`config.mk`:
```
export PLATFORM = sky130hd
export DESIGN_NAME = frss_scale
export DESIGN_NICKNAME = d
export VERILOG_FILES = /design/src/design/frss_pkg.sv /design/src/design/frss_scale.sv
export SDC_FILE = /design/constraint.sdc
export NUM_CORES = 2
export LEC_CHECK = 0
export BUFFER_PORTS_ARGS = -buffer_cell sky130_fd_sc_hd__buf_4
export CORE_MARGIN = 1.5
export CORE_UTILIZATION = 55
export DETAILED_ROUTE_END_ITERATION = 8
export HOLD_SLACK_MARGIN = 0.15
export PLACE_DENSITY = 0.75
export SLEW_MARGIN = 20
export SYNTH_ARGS = -nofsm -noshare
export SYNTH_HDL_FRONTEND = slang
export SYNTH_SLANG_ARGS = --single-unit
```
`constraint.sdc`:
```
create_clock -name clk -period 18.75 [get_ports clk]
set_input_delay 2.8125 -clock clk [delete_from_list [all_inputs] [get_ports clk]]
set_output_delay 2.8125 -clock clk [all_outputs]
set_load 0.03 [all_outputs]
```
`src/design/frss_pkg.sv`:
```
// Shared types, register codes and floating-point helpers for the row sum block.
// Used by every module of the design; depends on nothing.
package frss_pkg;

  localparam logic [63:0] F64_QNAN = 64'h7FF8_0000_0000_0000;
  localparam logic [31:0] F32_QNAN = 32'h7FC0_0000;
  localparam logic [31:0] F32_ONE  = 32'h3F80_0000;

  typedef enum logic [1:0] {
    REG_ROW_LENGTH   = 2'd0,
    REG_ROW_COUNT    = 2'd1,
    REG_SCALE_VALUE  = 2'd2,
    REG_SCALE_ENABLE = 2'd3
  } cfg_reg_t;

  // One finished row moving down the pipeline.
  typedef struct packed {
    logic        valid;
    logic        last;
    logic [63:0] value;
  } row_t;

  // Scale stage: partial products of the binary64 by binary32 multiply.
  typedef struct packed {
    logic        valid;
    logic        last;
    logic        direct;
    logic        sign;
    logic [63:0] dval;
    logic [10:0] ea;
    logic [7:0]  eb;
    logic [64:0] pp0;
    logic [64:0] pp1;
  } mul_part_t;

  function automatic logic [127:0] shr_sticky128(input logic [127:0] v, input logic [7:0] n);
    logic [127:0] t;
    logic [127:0] mask;
    t    = v >> n;
    mask = ~({128{1'b1}} << n);
    return {t[127:1], t[0] | (|(v & mask))};
  endfunction

  function automatic logic [4:0] lzc23(input logic [22:0] v);
    logic [4:0] n;
    n = 5'd23;
    for (int i = 0; i < 23; i++) begin
      if (v[i]) n = 5'(22 - i);
    end
    return n;
  endfunction

  function automatic logic [5:0] lzc56(input logic [55:0] v);
    logic [5:0] n;
    n = 6'd56;
    for (int i = 0; i < 56; i++) begin
      if (v[i]) n = 6'(55 - i);
    end
    return n;
  endfunction

  function automatic logic [6:0] lzc77(input logic [76:0] v);
    logic [6:0] n;
    n = 7'd77;
    for (int i = 0; i < 77; i++) begin
      if (v[i]) n = 7'(76 - i);
    end
    return n;
  endfunction

  // Exact binary32 to binary64 conversion.
  function automatic logic [63:0] f32_widen(input logic [31:0] x);
    logic [7:0]  e;
    logic [22:0] f;
    logic [22:0] fs;
    logic [4:0]  lz;
    e = x[30:23];
    f = x[22:0];
    if (e == 8'hFF) return {x[31], 11'h7FF, f, 29'd0};
    if (e == 8'd0) begin
      if (f == 23'd0) return {x[31], 63'd0};
      lz = lzc23(f);
      fs = f << (lz + 5'd1);
      return {x[31], 11'd896 - {6'd0, lz}, fs, 29'd0};
    end
    return {x[31], {3'd0, e} + 11'd896, f, 29'd0};
  endfunction

  // binary64 add, round to nearest even.
  function automatic logic [63:0] f64_add(input logic [63:0] a, input logic [63:0] b);
    logic [63:0]  x;
    logic [63:0]  y;
    logic         nan_a;
    logic         nan_b;
    logic         inf_a;
    logic         inf_b;
    logic         sub;
    logic         inc;
    logic [10:0]  ex;
    logic [10:0]  ey;
    logic [10:0]  d;
    logic [10:0]  e;
    logic [10:0]  ef;
    logic [52:0]  mx;
    logic [52:0]  my;
    logic [55:0]  ax;
    logic [55:0]  ay;
    logic [55:0]  nm;
    logic [56:0]  sum;
    logic [5:0]   lz;
    logic [5:0]   sh;
    logic [127:0] w;
    logic [62:0]  pk;
    nan_a = (a[62:52] == 11'h7FF) && (a[51:0] != 52'd0);
    nan_b = (b[62:52] == 11'h7FF) && (b[51:0] != 52'd0);
    inf_a = (a[62:52] == 11'h7FF) && (a[51:0] == 52'd0);
    inf_b = (b[62:52] == 11'h7FF) && (b[51:0] == 52'd0);
    if (nan_a || nan_b) return F64_QNAN;
    if (inf_a && inf_b && (a[63] != b[63])) return F64_QNAN;
    if (inf_a) return a;
    if (inf_b) return b;
    if (a[62:0] >= b[62:0]) begin
      x = a;
      y = b;
    end else begin
      x = b;
      y = a;
    end
    ex = (x[62:52] == 11'd0) ? 11'd1 : x[62:52];
    ey = (y[62:52] == 11'd0) ? 11'd1 : y[62:52];
    mx = {x[62:52] != 11'd0, x[51:0]};
    my = {y[62:52] != 11'd0, y[51:0]};
    d  = ex - ey;
    ax = {mx, 3'b000};
    if (d > 11'd55) begin
      ay = {55'd0, |my};
    end else begin
      w  = shr_sticky128(128'({my, 3'b000}), 8'(d));
      ay = w[55:0];
    end
    sub = x[63] ^ y[63];
    sum = sub ? ({1'b0, ax} - {1'b0, ay}) : ({1'b0, ax} + {1'b0, ay});
    // exact cancellation gives +0; two negative zeros stay negative
    if (sum == 57'd0) return {~sub & x[63], 63'd0};
    if (sum[56]) begin
      nm = {sum[56:2], sum[1] | sum[0]};
      e  = ex + 11'd1;
    end else begin
      lz = lzc56(sum[55:0]);
      sh = ({5'd0, lz} < ex) ? lz : 6'(ex - 11'd1);
      nm = sum[55:0] << sh;
      e  = ex - {5'd0, sh};
    end
    if (e == 11'h7FF) return {x[63], 11'h7FF, 52'd0};
    ef  = nm[55] ? e : 11'd0;
    pk  = {ef, nm[54:3]};
    inc = nm[2] & (nm[3] | nm[1] | nm[0]);
    return {x[63], pk + 63'(inc)};
  endfunction

  // Normalize and round a 77-bit product of finite nonzero operands to binary64.
  function automatic logic [63:0] f64_mul_finish(input logic sign, input logic [10:0] ea,
                                                 input logic [7:0] eb, input logic [76:0] p);
    logic [6:0]          lz;
    logic signed [13:0]  e0;
    logic signed [13:0]  e;
    logic [76:0]         m;
    logic [10:0]         ef;
    logic [62:0]         pk;
    logic                inc;
    logic [127:0]        w;
    lz = lzc77(p);
    e0 = $signed({3'd0, ea}) + $signed({6'd0, eb}) - 14'sd126;
    e  = e0 - $signed({7'd0, lz});
    if (e >= 14'sd2047) return {sign, 11'h7FF, 52'd0};
    if (e >= 14'sd1) begin
      m  = p << lz;
      ef = e[10:0];
    end else begin
      ef = 11'd0;
      if (e0 >= 14'sd1) begin
        m = p << 7'(e0 - 14'sd1);
      end else if (e0 <= -14'sd76) begin
        m = {76'd0, |p};
      end else begin
        w = shr_sticky128(128'(p), 8'(14'sd1 - e0));
        m = w[76:0];
      end
    end
    pk  = {ef, m[75:24]};
    inc = m[23] & (m[24] | (|m[22:0]));
    return {sign, pk + 63'(inc)};
  endfunction

  // binary64 to binary32, round to nearest even, NaN made canonical.
  function automatic logic [31:0] f64_narrow(input logic [63:0] d);
    logic [10:0]         ex;
    logic [51:0]         f;
    logic signed [11:0]  e32;
    logic [30:0]         pk;
    logic                inc;
    logic [127:0]        w;
    logic [52:0]         m;
    ex = d[62:52];
    f  = d[51:0];
    if (ex == 11'h7FF) return (f != 52'd0) ? F32_QNAN : {d[63], 8'hFF, 23'd0};
    if (ex == 11'd0) return {d[63], 31'd0};
    e32 = $signed({1'b0, ex}) - 12'sd896;
    if (e32 >= 12'sd255) return {d[63], 8'hFF, 23'd0};
    if (e32 >= 12'sd1) begin
      pk  = {e32[7:0], f[51:29]};
      inc = f[28] & (f[29] | (|f[27:0]));
    end else begin
      if (e32 <= -12'sd52) begin
        m = 53'd1;
      end else begin
        w = shr_sticky128(128'({1'b1, f}), 8'(12'sd1 - e32));
        m = w[52:0];
      end
      pk  = 31'(m[52:29]);
      inc = m[28] & (m[29] | (|m[27:0]));
    end
    return {d[63], pk + 31'(inc)};
  endfunction

endpackage

```
`src/design/frss_scale.sv`:
```
// Optional scale multiply: partial products, then normalize and round to binary64.
// Depends on frss_pkg.
module frss_scale (
  input  logic              clk,
  input  logic              rst,
  input  logic              adv,
  input  logic [31:0]       scale_value,
  input  logic              scale_enable,
  input  frss_pkg::row_t    row_in,
  output frss_pkg::row_t    row_out
);
  import frss_pkg::*;

  mul_part_t   part;
  mul_part_t   part_next;
  logic [63:0] va;
  logic        nan_a;
  logic        inf_a;
  logic        zero_a;
  logic        nan_b;
  logic        inf_b;
  logic        zero_b;
  logic [52:0] ma;
  logic [23:0] mb;
  logic [76:0] prod;

  assign va     = row_in.value;
  assign nan_a  = (va[62:52] == 11'h7FF) && (va[51:0] != 52'd0);
  assign inf_a  = (va[62:52] == 11'h7FF) && (va[51:0] == 52'd0);
  assign zero_a = va[62:0] == 63'd0;
  assign nan_b  = (scale_value[30:23] == 8'hFF) && (scale_value[22:0] != 23'd0);
  assign inf_b  = (scale_value[30:23] == 8'hFF) && (scale_value[22:0] == 23'd0);
  assign zero_b = scale_value[30:0] == 31'd0;
  assign ma     = {va[62:52] != 11'd0, va[51:0]};
  assign mb     = {scale_value[30:23] != 8'd0, scale_value[22:0]};

  always_comb begin
    part_next       = '0;
    part_next.valid = row_in.valid;
    part_next.last  = row_in.last;
    part_next.sign  = va[63] ^ scale_value[31];
    part_next.ea    = (va[62:52] == 11'd0) ? 11'd1 : va[62:52];
    part_next.eb    = (scale_value[30:23] == 8'd0) ? 8'd1 : scale_value[30:23];
    part_next.pp0   = {12'd0, ma} * {53'd0, mb[11:0]};
    part_next.pp1   = {12'd0, ma} * {53'd0, mb[23:12]};
    part_next.direct = 1'b1;
    if (!scale_enable) begin
      part_next.dval = va;
    end else if (nan_a || nan_b || (inf_a && zero_b) || (zero_a && inf_b)) begin
      part_next.dval = F64_QNAN;
    end else if (inf_a || inf_b) begin
      part_next.dval = {part_next.sign, 11'h7FF, 52'd0};
    end else if (zero_a || zero_b) begin
      part_next.dval = {part_next.sign, 63'd0};
    end else begin
      part_next.dval   = va;
      part_next.direct = 1'b0;
    end
  end

  always_ff @(posedge clk) begin
    if (rst) begin
      part.valid <= 1'b0;
    end else if (adv) begin
      part <= part_next;
    end
  end

  assign prod = 77'(part.pp0) + (77'(part.pp1) << 12);

  always_ff @(posedge clk) begin
    if (adv) begin
      row_out.last  <= part.last;
      row_out.value <= part.direct ? part.dval
                                   : f64_mul_finish(part.sign, part.ea, part.eb, prod);
    end
    if (rst) begin
      row_out.valid <= 1'b0;
    end else if (adv) begin
      row_out.valid <= part.valid;
    end
  end

endmodule

```
==> results by group <==
Place
  • DP HPWL: 276000 um
  • Gpl congestion: 1.16
  • Placed cell areas: between 70000 and 80000 sq um
  • DP Cell Count: 10.5k
  • Placement Setup Slack: 5.09 ns
  • Port bufs: around 170

Synthesis
  • Mapped Nets: between 10k and 15k
  • Leading area contributor after synthesis: fa_1
  • #FFs+latches synth: 283
  • Cell area after synthesis: 74400 sq um
  • Synth Warn #: 0
  • Post-synth EDFFs: 281
  • Synth top area cells: fa_1, edfxtp_1, nand2_1
  • Yosys cell types: 122
  • Part of the Yosys area used for sequential elements: 11.4%
  • Commonest register cell after synthesis: edfxtp_1
  • Top cell type's share of synthesized area: 27.5%
  • Synth Instances: 9081
  • Avg Cell Area, Syn: approximately 8.2 sq um
  • FFs w/ async S/R, synth: 0%

CTS
  • Clock root cell: clkbuf_16
  • Post-CTS Setup Inserts: 0
  • Hold_buf cts: 0
  • Sink Count: around 280
  • CTS Buf Count: 34
  • CTS tree: done
  • CTS H-tree depth: 2
  • CTS-repair resized insts: 0
  • Clock Path Buffers: 3
  • Skew-Pair Late Insertion Delay: 0.62 ns
  • Clock Pin Slew Worst Setup and Hold Paths: 0.06 ns

Global route
  • Congestion Overflow GR: 0
  • Vias in the first global route: 73.1k
  • GRT Total Usage: a little over 50%
  • Antenna violations before repair: 42
  • First-pass GRT wire length: 506000 um
  • Largest net degree at the start of global routing: 72

STA
  • Final WS setup: 4.80 ns
  • Max Fclk: between 70 and 80 MHz
  • Worst slew margin: 3.83%
  • TNS Setup: 0 ns
  • RSZ-0062 raised after global routing: no
  • Clk_skew: roughly 0.053 ns
  • Crit share post-route: 74.4%
  • Endpoints failing hold: 0
  • Count of pins over their slew limit: 0
  • Slew @ Worst Pin: 1.43 ns
  • Final setup fails: 0
  • Min cycle time layout: around 14 ns

Setup path
  • WS Path Type: reg2reg
  • CP max stage cell: o31a_1
  • Critical path data arrival time: about 14 ns
  • CP startpoint kind: flip-flop
  • Crit-path max FO: 45
  • Worst Path Required: 19.12 ns
  • CP Capture Type: flip-flop
  • Slowest Stage Delay on Critical Path: roughly 0.76 ns
  • Reg-to-reg slack, setup: between 4 and 5 ns

Drt
  • Via Count: between 70k and 80k
  • DR vias/cell: 7.05
  • # DRC: 15
  • Per-cell routed wire length: 33.5 um
  • Routed wire length: 356000 um
  • DRT Pass-1 Iters: 9
  • Iteration-0 DRC Markers: 11.2k
  • Antenna viol nets, final: 0

Final layout
  • Non-Filler Instances: between 10k and 15k
  • Fin nets: 10.2k
  • Design area: 78100 sq um
  • Layout cell share with drive strength beyond 1: roughly 8.4%
  • P&R area growth vs syn: 5.04%

Hold path
  • HP Class: reg2reg

Floorplanning
  • IO Pins: approximately 170
  • Chip height: 371 um
  • Die width: 371 um
  • Initial Util: 55.6%
  • Die ar.: around 140000 sq um
  • Core area: 134000 sq um
  • FP Rows: about 130

Outcome
  • Status: finished with violations
  • Failing checks: design-rule violations

Job
  • Max_cap viols: 0
layout make-up:
cell class                      instances  area [sq um]
Antenna cell                           38          95.1
Clock buffer                           39           870
Clock inverter                         18           151
Fill cell                           11500         55700
Inverter                             1002          3770
Multi-Input combinational cell       7125         59800
Sequential cell                       283          8480
Tap cell                             1768          2210
Timing Repair Buffer                  365          2740
cell usage in the layout, fill, tap and decap left out, drive strengths merged, types with 38 or more instances in the layout:
cell type	n
nand2	1491
fa	1023
inv	999
nor2	585
o21ai	449
a21oi	439
and2	431
buf	364
ha	293
edfxtp	281
mux2i	279
nor3	166
xnor2	160
nand3	130
a211oi	113
a21o	102
o211ai	95
mux2	84
xor2	77
mux4	75
nor4	73
nand2b	64
o22ai	58
a31oi	57
nand4	53
o31ai	51
or3	46
and3	44
o21a	41
or2	41
clkbuf	40
diode	38
metal layers:
| layer | share of wire, % | up-vias | GRT usage (%) | wire length [um] |
|---|---|---|---|---|
| met1 | 34 | 36500 | 60.8 | 122000 |
| met4 | 9.9 | 48 | 38.0 | 35100 |
| li1 | - | 30200 | - | - |
| met3 | 14 | 1821 | 18.7 | 49900 |
| met5 | 0.11 | - | 0 | 388 |
| met2 | 42 | 6413 | 75.2 | 148000 |
worst paths after layout:
path	startpoint	endpoint	depth (start not counted)
max	part[77]	row_out[60]	37
min reg2reg	part[215]	row_out[64]	0
min	part[215]	row_out[64]	0
max reg2reg	part[77]	row_out[60]	37
metrics by stage:
stage                     hold slack, ns  utilization [%]
final                              0.431             58.4
after detailed placement           0.421             57.5
after CTS                          0.432             58.3
after global routing               0.436             58.3
after floorplan                    0.400                -
after global placement             0.405             57.5
worst max-delay path: cells and delay by family (launching register included):
kind | cells | cell delay [ns]
xor+xnor | 1 | 0.24
simple gates | 12 | 4.98
compound gates | 15 | 5.29
flops | 1 | 0.38
buf+inv | 4 | 1.17
mux | 1 | 0.21
fa+ha+maj | 4 | 1.39
synth_stat cells (40+ instances only):
master and instances:
fa_1 1023, mux2i_1 276, and2_1 430, nand4_1 51, xnor2_1 160, inv_1 992, edfxtp_1 281, ha_1 293
nand2b_1 64, and3_1 44, nand3_1 130, clkbuf_1 559, mux2_2 81, mux4_2 75, o22ai_1 58, o21a_1 41
a31oi_1 56, a211oi_1 111, a21o_1 102, a21oi_1 438, nor3_1 162, nor4_1 69, o31ai_1 49, or3_1 45
nand2_1 1491, o21ai_0 430, buf_1 55, nor2_1 585, o211ai_1 93, xor2_1 77, or2_2 40
cells by family after synthesis:
kind of cell | count (synthesis) | share of synthesized area, %
AND/OR/NAND/NOR | 3239 | 20.1
AO/OA/AOI/OAI | 1895 | 17.2
buffers and inverters | 1673 | 8.75
adder cells (fa/ha/maj) | 1316 | 32.5
multiplexers | 438 | 7.33
flip-flops | 283 | 11.4
XOR/XNOR | 237 | 2.79
flip-flops by register name, indices dropped and copies added (netlist names):
register,flops
part,217
row_out,66
Power is left out: the tool's default activity adds up to more than one toggle a clock period on the data nets, which glitch-free logic cannot reach.
