**src/design/frss_pkg.sv**
```systemverilog
// Shared types, register codes and floating-point helpers for the row sum block.
// Used by every module of the design; depends on nothing.
package frss_pkg;

  localparam logic [63:0] F64_QNAN = 64'h7FF8_0000_0000_0000;
  localparam logic [31:0] F32_QNAN = 32'h7FC0_0000;
  localparam logic [31:0] F32_ONE  = 32'h3F80_0000;

  typedef enum logic [1:0] {
    REG_ROW_LENGTH   = 2'd0,
    REG_ROW_COUNT    = 2'd1,
    REG_SCALE_VALUE  = 2'd2,
    REG_SCALE_ENABLE = 2'd3
  } cfg_reg_t;

  // One finished row moving down the pipeline.
  typedef struct packed {
    logic        valid;
    logic        last;
    logic [63:0] value;
  } row_t;

  // Scale stage: partial products of the binary64 by binary32 multiply.
  typedef struct packed {
    logic        valid;
    logic        last;
    logic        direct;
    logic        sign;
    logic [63:0] dval;
    logic [10:0] ea;
    logic [7:0]  eb;
    logic [64:0] pp0;
    logic [64:0] pp1;
  } mul_part_t;

  function automatic logic [127:0] shr_sticky128(input logic [127:0] v, input logic [7:0] n);
    logic [127:0] t;
    logic [127:0] mask;
    t    = v >> n;
    mask = ~({128{1'b1}} << n);
    return {t[127:1], t[0] | (|(v & mask))};
  endfunction

  function automatic logic [4:0] lzc23(input logic [22:0] v);
    logic [4:0] n;
    n = 5'd23;
    for (int i = 0; i < 23; i++) begin
      if (v[i]) n = 5'(22 - i);
    end
    return n;
  endfunction

  function automatic logic [5:0] lzc56(input logic [55:0] v);
    logic [5:0] n;
    n = 6'd56;
    for (int i = 0; i < 56; i++) begin
      if (v[i]) n = 6'(55 - i);
    end
    return n;
  endfunction

  function automatic logic [6:0] lzc77(input logic [76:0] v);
    logic [6:0] n;
    n = 7'd77;
    for (int i = 0; i < 77; i++) begin
      if (v[i]) n = 7'(76 - i);
    end
    return n;
  endfunction

  // Exact binary32 to binary64 conversion.
  function automatic logic [63:0] f32_widen(input logic [31:0] x);
    logic [7:0]  e;
    logic [22:0] f;
    logic [22:0] fs;
    logic [4:0]  lz;
    e = x[30:23];
    f = x[22:0];
    if (e == 8'hFF) return {x[31], 11'h7FF, f, 29'd0};
    if (e == 8'd0) begin
      if (f == 23'd0) return {x[31], 63'd0};
      lz = lzc23(f);
      fs = f << (lz + 5'd1);
      return {x[31], 11'd896 - {6'd0, lz}, fs, 29'd0};
    end
    return {x[31], {3'd0, e} + 11'd896, f, 29'd0};
  endfunction

  // binary64 add, round to nearest even.
  function automatic logic [63:0] f64_add(input logic [63:0] a, input logic [63:0] b);
    logic [63:0]  x;
    logic [63:0]  y;
    logic         nan_a;
    logic         nan_b;
    logic         inf_a;
    logic         inf_b;
    logic         sub;
    logic         inc;
    logic [10:0]  ex;
    logic [10:0]  ey;
    logic [10:0]  d;
    logic [10:0]  e;
    logic [10:0]  ef;
    logic [52:0]  mx;
    logic [52:0]  my;
    logic [55:0]  ax;
    logic [55:0]  ay;
    logic [55:0]  nm;
    logic [56:0]  sum;
    logic [5:0]   lz;
    logic [5:0]   sh;
    logic [127:0] w;
    logic [62:0]  pk;
    nan_a = (a[62:52] == 11'h7FF) && (a[51:0] != 52'd0);
    nan_b = (b[62:52] == 11'h7FF) && (b[51:0] != 52'd0);
    inf_a = (a[62:52] == 11'h7FF) && (a[51:0] == 52'd0);
    inf_b = (b[62:52] == 11'h7FF) && (b[51:0] == 52'd0);
    if (nan_a || nan_b) return F64_QNAN;
    if (inf_a && inf_b && (a[63] != b[63])) return F64_QNAN;
    if (inf_a) return a;
    if (inf_b) return b;
    if (a[62:0] >= b[62:0]) begin
      x = a;
      y = b;
    end else begin
      x = b;
      y = a;
    end
    ex = (x[62:52] == 11'd0) ? 11'd1 : x[62:52];
    ey = (y[62:52] == 11'd0) ? 11'd1 : y[62:52];
    mx = {x[62:52] != 11'd0, x[51:0]};
    my = {y[62:52] != 11'd0, y[51:0]};
    d  = ex - ey;
    ax = {mx, 3'b000};
    if (d > 11'd55) begin
      ay = {55'd0, |my};
    end else begin
      w  = shr_sticky128(128'({my, 3'b000}), 8'(d));
      ay = w[55:0];
    end
    sub = x[63] ^ y[63];
    sum = sub ? ({1'b0, ax} - {1'b0, ay}) : ({1'b0, ax} + {1'b0, ay});
    // exact cancellation gives +0; two negative zeros stay negative
    if (sum == 57'd0) return {~sub & x[63], 63'd0};
    if (sum[56]) begin
      nm = {sum[56:2], sum[1] | sum[0]};
      e  = ex + 11'd1;
    end else begin
      lz = lzc56(sum[55:0]);
      sh = ({5'd0, lz} < ex) ? lz : 6'(ex - 11'd1);
      nm = sum[55:0] << sh;
      e  = ex - {5'd0, sh};
    end
    if (e == 11'h7FF) return {x[63], 11'h7FF, 52'd0};
    ef  = nm[55] ? e : 11'd0;
    pk  = {ef, nm[54:3]};
    inc = nm[2] & (nm[3] | nm[1] | nm[0]);
    return {x[63], pk + 63'(inc)};
  endfunction

  // Normalize and round a 77-bit product of finite nonzero operands to binary64.
  function automatic logic [63:0] f64_mul_finish(input logic sign, input logic [10:0] ea,
                                                 input logic [7:0] eb, input logic [76:0] p);
    logic [6:0]          lz;
    logic signed [13:0]  e0;
    logic signed [13:0]  e;
    logic [76:0]         m;
    logic [10:0]         ef;
    logic [62:0]         pk;
    logic                inc;
    logic [127:0]        w;
    lz = lzc77(p);
    e0 = $signed({3'd0, ea}) + $signed({6'd0, eb}) - 14'sd126;
    e  = e0 - $signed({7'd0, lz});
    if (e >= 14'sd2047) return {sign, 11'h7FF, 52'd0};
    if (e >= 14'sd1) begin
      m  = p << lz;
      ef = e[10:0];
    end else begin
      ef = 11'd0;
      if (e0 >= 14'sd1) begin
        m = p << 7'(e0 - 14'sd1);
      end else if (e0 <= -14'sd76) begin
        m = {76'd0, |p};
      end else begin
        w = shr_sticky128(128'(p), 8'(14'sd1 - e0));
        m = w[76:0];
      end
    end
    pk  = {ef, m[75:24]};
    inc = m[23] & (m[24] | (|m[22:0]));
    return {sign, pk + 63'(inc)};
  endfunction

  // binary64 to binary32, round to nearest even, NaN made canonical.
  function automatic logic [31:0] f64_narrow(input logic [63:0] d);
    logic [10:0]         ex;
    logic [51:0]         f;
    logic signed [11:0]  e32;
    logic [30:0]         pk;
    logic                inc;
    logic [127:0]        w;
    logic [52:0]         m;
    ex = d[62:52];
    f  = d[51:0];
    if (ex == 11'h7FF) return (f != 52'd0) ? F32_QNAN : {d[63], 8'hFF, 23'd0};
    if (ex == 11'd0) return {d[63], 31'd0};
    e32 = $signed({1'b0, ex}) - 12'sd896;
    if (e32 >= 12'sd255) return {d[63], 8'hFF, 23'd0};
    if (e32 >= 12'sd1) begin
      pk  = {e32[7:0], f[51:29]};
      inc = f[28] & (f[29] | (|f[27:0]));
    end else begin
      if (e32 <= -12'sd52) begin
        m = 53'd1;
      end else begin
        w = shr_sticky128(128'({1'b1, f}), 8'(12'sd1 - e32));
        m = w[52:0];
      end
      pk  = 31'(m[52:29]);
      inc = m[28] & (m[29] | (|m[27:0]));
    end
    return {d[63], pk + 31'(inc)};
  endfunction

endpackage

```
**src/design/frss_narrow.sv**
```systemverilog
// Rounding to binary32 and the result register.
// Depends on frss_pkg.
module frss_narrow (
  input  logic              clk,
  input  logic              rst,
  input  logic              adv,
  input  frss_pkg::row_t    row_in,
  output logic              result_valid,
  output logic [31:0]       sum_bits,
  output logic              last_row
);
  import frss_pkg::*;

  always_ff @(posedge clk) begin
    if (adv) begin
      sum_bits <= f64_narrow(row_in.value);
      last_row <= row_in.last;
    end
    if (rst) begin
      result_valid <= 1'b0;
    end else if (adv) begin
      result_valid <= row_in.valid;
    end
  end

endmodule

```
**config.mk**
```make
export PLATFORM = sky130hd
export DESIGN_NAME = frss_narrow
export DESIGN_NICKNAME = d
export VERILOG_FILES = /design/src/design/frss_pkg.sv /design/src/design/frss_narrow.sv
export SDC_FILE = /design/constraint.sdc
export NUM_CORES = 1
export LEC_CHECK = 0
export BUFFER_PORTS_ARGS = -buffer_cell sky130_fd_sc_hd__buf_2
export CAP_MARGIN = 20
export CORE_ASPECT_RATIO = 1.25
export CORE_MARGIN = 8
export CORE_UTILIZATION = 46
export CTS_BUF_LIST = sky130_fd_sc_hd__clkbuf_8
export CTS_CLUSTER_SIZE = 20
export DETAILED_ROUTE_END_ITERATION = 16
export PLACE_DENSITY = 0.65
export SETUP_SLACK_MARGIN = 0.5
export SYNTH_ARGS = -nofsm -noshare
export SYNTH_HDL_FRONTEND = slang
export SYNTH_SLANG_ARGS = --single-unit
```
**constraint.sdc**
```tcl
create_clock -name clk -period 7.2 [get_ports clk]
set_input_delay 2.16 -clock clk [delete_from_list [all_inputs] [get_ports clk]]
set_output_delay 2.16 -clock clk [all_outputs]
set_load 0.01 [all_outputs]
```
==> results.txt <==
* Required time of the critical path: between 7000 and 8000 ps
- The die is about 130 um wide.
* Pins Over Slew Limit: 0
- Routed wire length per instance: roughly 27 um
- After synthesis, the share of flip-flops with an asynchronous set or reset is 0%.
* Core Footprint: between 0.01 and 0.015 sq mm
- Total chip power: 0.941 mW
- Routability-driven placement finished with a final weighted congestion of about 1.0.
- In this run the deepest clock path goes through 2 buffers.
- After clock tree synthesis, the clock-pin slew on the worst setup and hold paths is approximately 70 ps.
- Gr ovfl total: 0
- Among all cell types in the netlist, the one instantiated most often is sky130_fd_sc_hd__nand2_1.
- Counting instances, the worst hold path has a depth of 2.
* Worst-case setup margin in the final layout: 696 ps
* Clock insertion delay at the later pin of the skew report: about 290 ps
* CTS tree: built
- During placement, the flow inserted port buffers numbering 102.
- Proportion of synthesized area in mux cells: 21.0%
- After Yosys synthesis, XOR and XNOR cells account for under 10% of the synthesized area.
- The floorplan step defined a die boundary enclosing approximately 0.019 sq mm.
- In the final design database the tool counted around 1000 nets.
- Summed over all nets, the half-perimeter wirelength after detailed placement is roughly 23 mm.
* Dominant register cell in the synthesized netlist: sky130_fd_sc_hd__edfxtp_1
- Mapped Nets: between 900 and 1000
* Main combinational cell family by area after synthesis: compound AO/OA/AOI/OAI gates
* Via total after detailed routing: ~8000
* Crit-path max FO: 8
- Complex-gate fraction of the synthesized area: around 28%
* M3 GR Usage: 4.57%
- In this run the core area contains 50 standard-cell rows.
- Entering global routing, the biggest net connects 49 pins.
- Global routing consumed, over all layers together, about 30% of the routing resources.
* Max-cap violations: 0
- Number of synthesis warnings: 0
- Period Utilization, post-route: 90.3%
- TritonCTS created 5 clock buffers.
- Post-synth top cells: 78 x sky130_fd_sc_hd__nand2_1, 67 x sky130_fd_sc_hd__nor2_1, 42 x sky130_fd_sc_hd__a21oi_1, 41 x sky130_fd_sc_hd__nand3_1, 40 x sky130_fd_sc_hd__o21ai_0
* Count of boundary I/O pins: a little over 100
- Fmax: ~150 MHz
- In the final layout, the share of cells above drive strength 1 is a little under 30%.
- Simple-gate portion of the synthesized area: about a quarter
- Final critical delay including setup and external delays: between 6000 and 7000 ps
- Sequential cells were found to cover 14.5% of the synthesized design area.
- Non-Filler Cell Area, Final: approximately 0.008 sq mm
* Antenna violations before repair: 0
- Run status: completed
- Vias in the first global route: between 7000 and 8000
- Worst r2r path cells: 2
- Type of origin of the critical path: input port
* P per Cell Area: about 120 mW/mm^2
* Register-to-Register Setup Slack: between 6000 and 7000 ps
- Post-synthesis cell count: between 800 and 900
- Busiest grt layer: met2
- ANT cells: 0
- Post-synthesis cell type count: 96
* Cell accounting for the most synthesized area: sky130_fd_sc_hd__edfxtp_1
* Total of endpoints with negative setup slack in the final report: 0
* Global-route wire length before repair: between 40 and 50 mm
- TritonCTS Sinks: 34
* RSZ-0062 raised after global routing: no
* Avg Synthesized Cell Area: 8.13 sq um
* Cell count after placement: between 1000 and 1500
- STA classifies the critical path endpoint as a flop.
* Static Leakage: ~2.9 nW
- The first detailed-routing pass ran for 6 iterations.
* Setup CP Type: input port to flop
- The count of cells in the finished layout, fillers not included, comes to about 1100.
- For met1 alone, demand over resource in global routing was 33.6%.
- The min-delay analysis places its worst path in the category flop to flop.
* Worst vdd ir: 0.0804 mV
- Count of flip-flops with a built-in enable after synthesis: 33
- Clock skew: 0 ps
- Data on the critical path arrives at its endpoint at approximately 6600 ps.
- Post-detailed-placement cell area: 0.00777 sq mm
* Number of nets still failing antenna checks after routing: 0
- At the pin with the least slew margin, the transition time is about 1000 ps.
* Yosys reg bits: 34
* Post-placement worst setup slack: 251 ps
- Summed instance area of the synthesized netlist: 0.00696 sq mm
- After detailed routing, the number of vias per cell comes to ~7.1.
- For the final routed database, the setup TNS stands at 0 ps.
* Master cell of the clock root buffer: sky130_fd_sc_hd__clkbuf_8
- The routed design has about 30 mm of wire.
- The die is about 150 um tall.
- Global routing consumed, on the met2 layer, 52.3% of the routing resources.
* Dominant cells by area after synthesis: sky130_fd_sc_hd__edfxtp_1 14%, sky130_fd_sc_hd__mux4_2 11%, sky130_fd_sc_hd__mux2i_1 5.3%
- Starting density of the core: 46.7%
- After the first detailed-routing iteration, the DRC count stood at ~690.
- P&R area growth vs syn: 14.5%
* Max-Slew Margin vs Limit: about a third
- The H-tree was split into 2 levels.
- In the routed design, unresolved DRC markers number 0.
- Area share of the largest cell type after synthesis: between 10% and 20%
- The final-report hold violation count was 0.
* Fraction of the mapped netlist area in adder cells: between 2 and 2.5%
## metrics by stage
stage	utilization, %	hold WS [ps]
after CTS	52.9	498
after global routing	53.5	547
after floorplan	-	528
after detailed placement	52.2	479
after global placement	52.2	471
final	53.5	490
## sequential cells by signal (all words and copies together) (netlist names)
register,count
last_row,1
result_valid,1
sum_bits,32
## placed cells by master (no fill, tap or decap), types with 8 or more instances in the layout
cell type and count:
sky130_fd_sc_hd__a21oi_1 42, sky130_fd_sc_hd__xnor2_1 12, sky130_fd_sc_hd__a2111oi_0 8, sky130_fd_sc_hd__nor2_1 67, sky130_fd_sc_hd__nand2_1 78, sky130_fd_sc_hd__o21ai_0 39
sky130_fd_sc_hd__and3_1 9, sky130_fd_sc_hd__o31ai_1 19, sky130_fd_sc_hd__and2_1 13, sky130_fd_sc_hd__nand3_1 40, sky130_fd_sc_hd__a31oi_1 10, sky130_fd_sc_hd__buf_4 44
sky130_fd_sc_hd__nor3_1 37, sky130_fd_sc_hd__edfxtp_1 33, sky130_fd_sc_hd__a32oi_1 8, sky130_fd_sc_hd__inv_1 13, sky130_fd_sc_hd__nor2b_1 10, sky130_fd_sc_hd__o211ai_1 11
sky130_fd_sc_hd__mux4_2 34, sky130_fd_sc_hd__mux2_2 28, sky130_fd_sc_hd__a211oi_1 8, sky130_fd_sc_hd__a22oi_1 9, sky130_fd_sc_hd__nand4_1 13, sky130_fd_sc_hd__o22ai_1 13
sky130_fd_sc_hd__mux2i_1 36, sky130_fd_sc_hd__buf_2 103, sky130_fd_sc_hd__nand2b_1 10, sky130_fd_sc_hd__nor4_1 19
## layout make-up
type	instances	area [sq um]
inverters	16	67.6
well taps	182	228
repair buffers	152	911
multi-input cells	731	5650
flip-flops and latches	34	1010
clock inverters	2	12.5
fillers	1495	6920
clock buffers	6	82.6
## report_power, final
| group | internal [mW] | leakage [nW] | total [mW] | switching (mW) |
|---|---|---|---|---|
| Clock | 0.0768 | 0.0472 | 0.146 | 0.0694 |
| Sequential | 0.237 | 0.327 | 0.241 | 0.00370 |
| Combinational | 0.211 | 2.49 | 0.554 | 0.343 |
## layer usage
layer	routed length, um	vias to the layer above
met5	0	-
met4	1970	0
met3	2110	125
met2	14700	447
met1	11200	3845
li1	-	3570
## worst max-delay path, cell delays in order
cell                       delay (ps)
sky130_fd_sc_hd__buf_2            170
sky130_fd_sc_hd__inv_8             40
sky130_fd_sc_hd__ha_4             340
sky130_fd_sc_hd__mux4_2           550
sky130_fd_sc_hd__mux2_4           320
sky130_fd_sc_hd__a211oi_4         250
sky130_fd_sc_hd__nor2_1            80
sky130_fd_sc_hd__or4_4            440
sky130_fd_sc_hd__a211o_1          270
sky130_fd_sc_hd__a2111o_1         390
sky130_fd_sc_hd__nor4_2           270
sky130_fd_sc_hd__a41oi_2          180
sky130_fd_sc_hd__ha_2             250
sky130_fd_sc_hd__ha_4             170
sky130_fd_sc_hd__inv_2             60
sky130_fd_sc_hd__a221oi_4          60
sky130_fd_sc_hd__nand4_4          200
sky130_fd_sc_hd__nor2_1            70
sky130_fd_sc_hd__mux2_2           260
## worst paths after layout
| path | startpoint | endpoint |
|---|---|---|
| setup reg to reg | result_valid | result_valid |
| hold reg to reg | result_valid | result_valid |
| hold / removal | result_valid | result_valid |
| setup / recovery | row_in[53] | sum_bits[28] |
## what timing repair did
action                                  in CTS  in global routing
buffers inserted                             0                  3
endpoints found under the hold margin        0                  0
resized for setup                            0                 14
endpoints found under the setup margin       0                 17
hold buffers                                 0                  0
## kinds of logic (layout without fill, tap and decap cells)
logic type	count (synthesis)	count (layout)
simple gates	344	344
compound gates	260	260
mux	100	100
buf+inv	91	176
flops	34	34
xor+xnor	15	15
fa+ha+maj	12	12
Note: power is estimated with default switching activity, not from simulation.
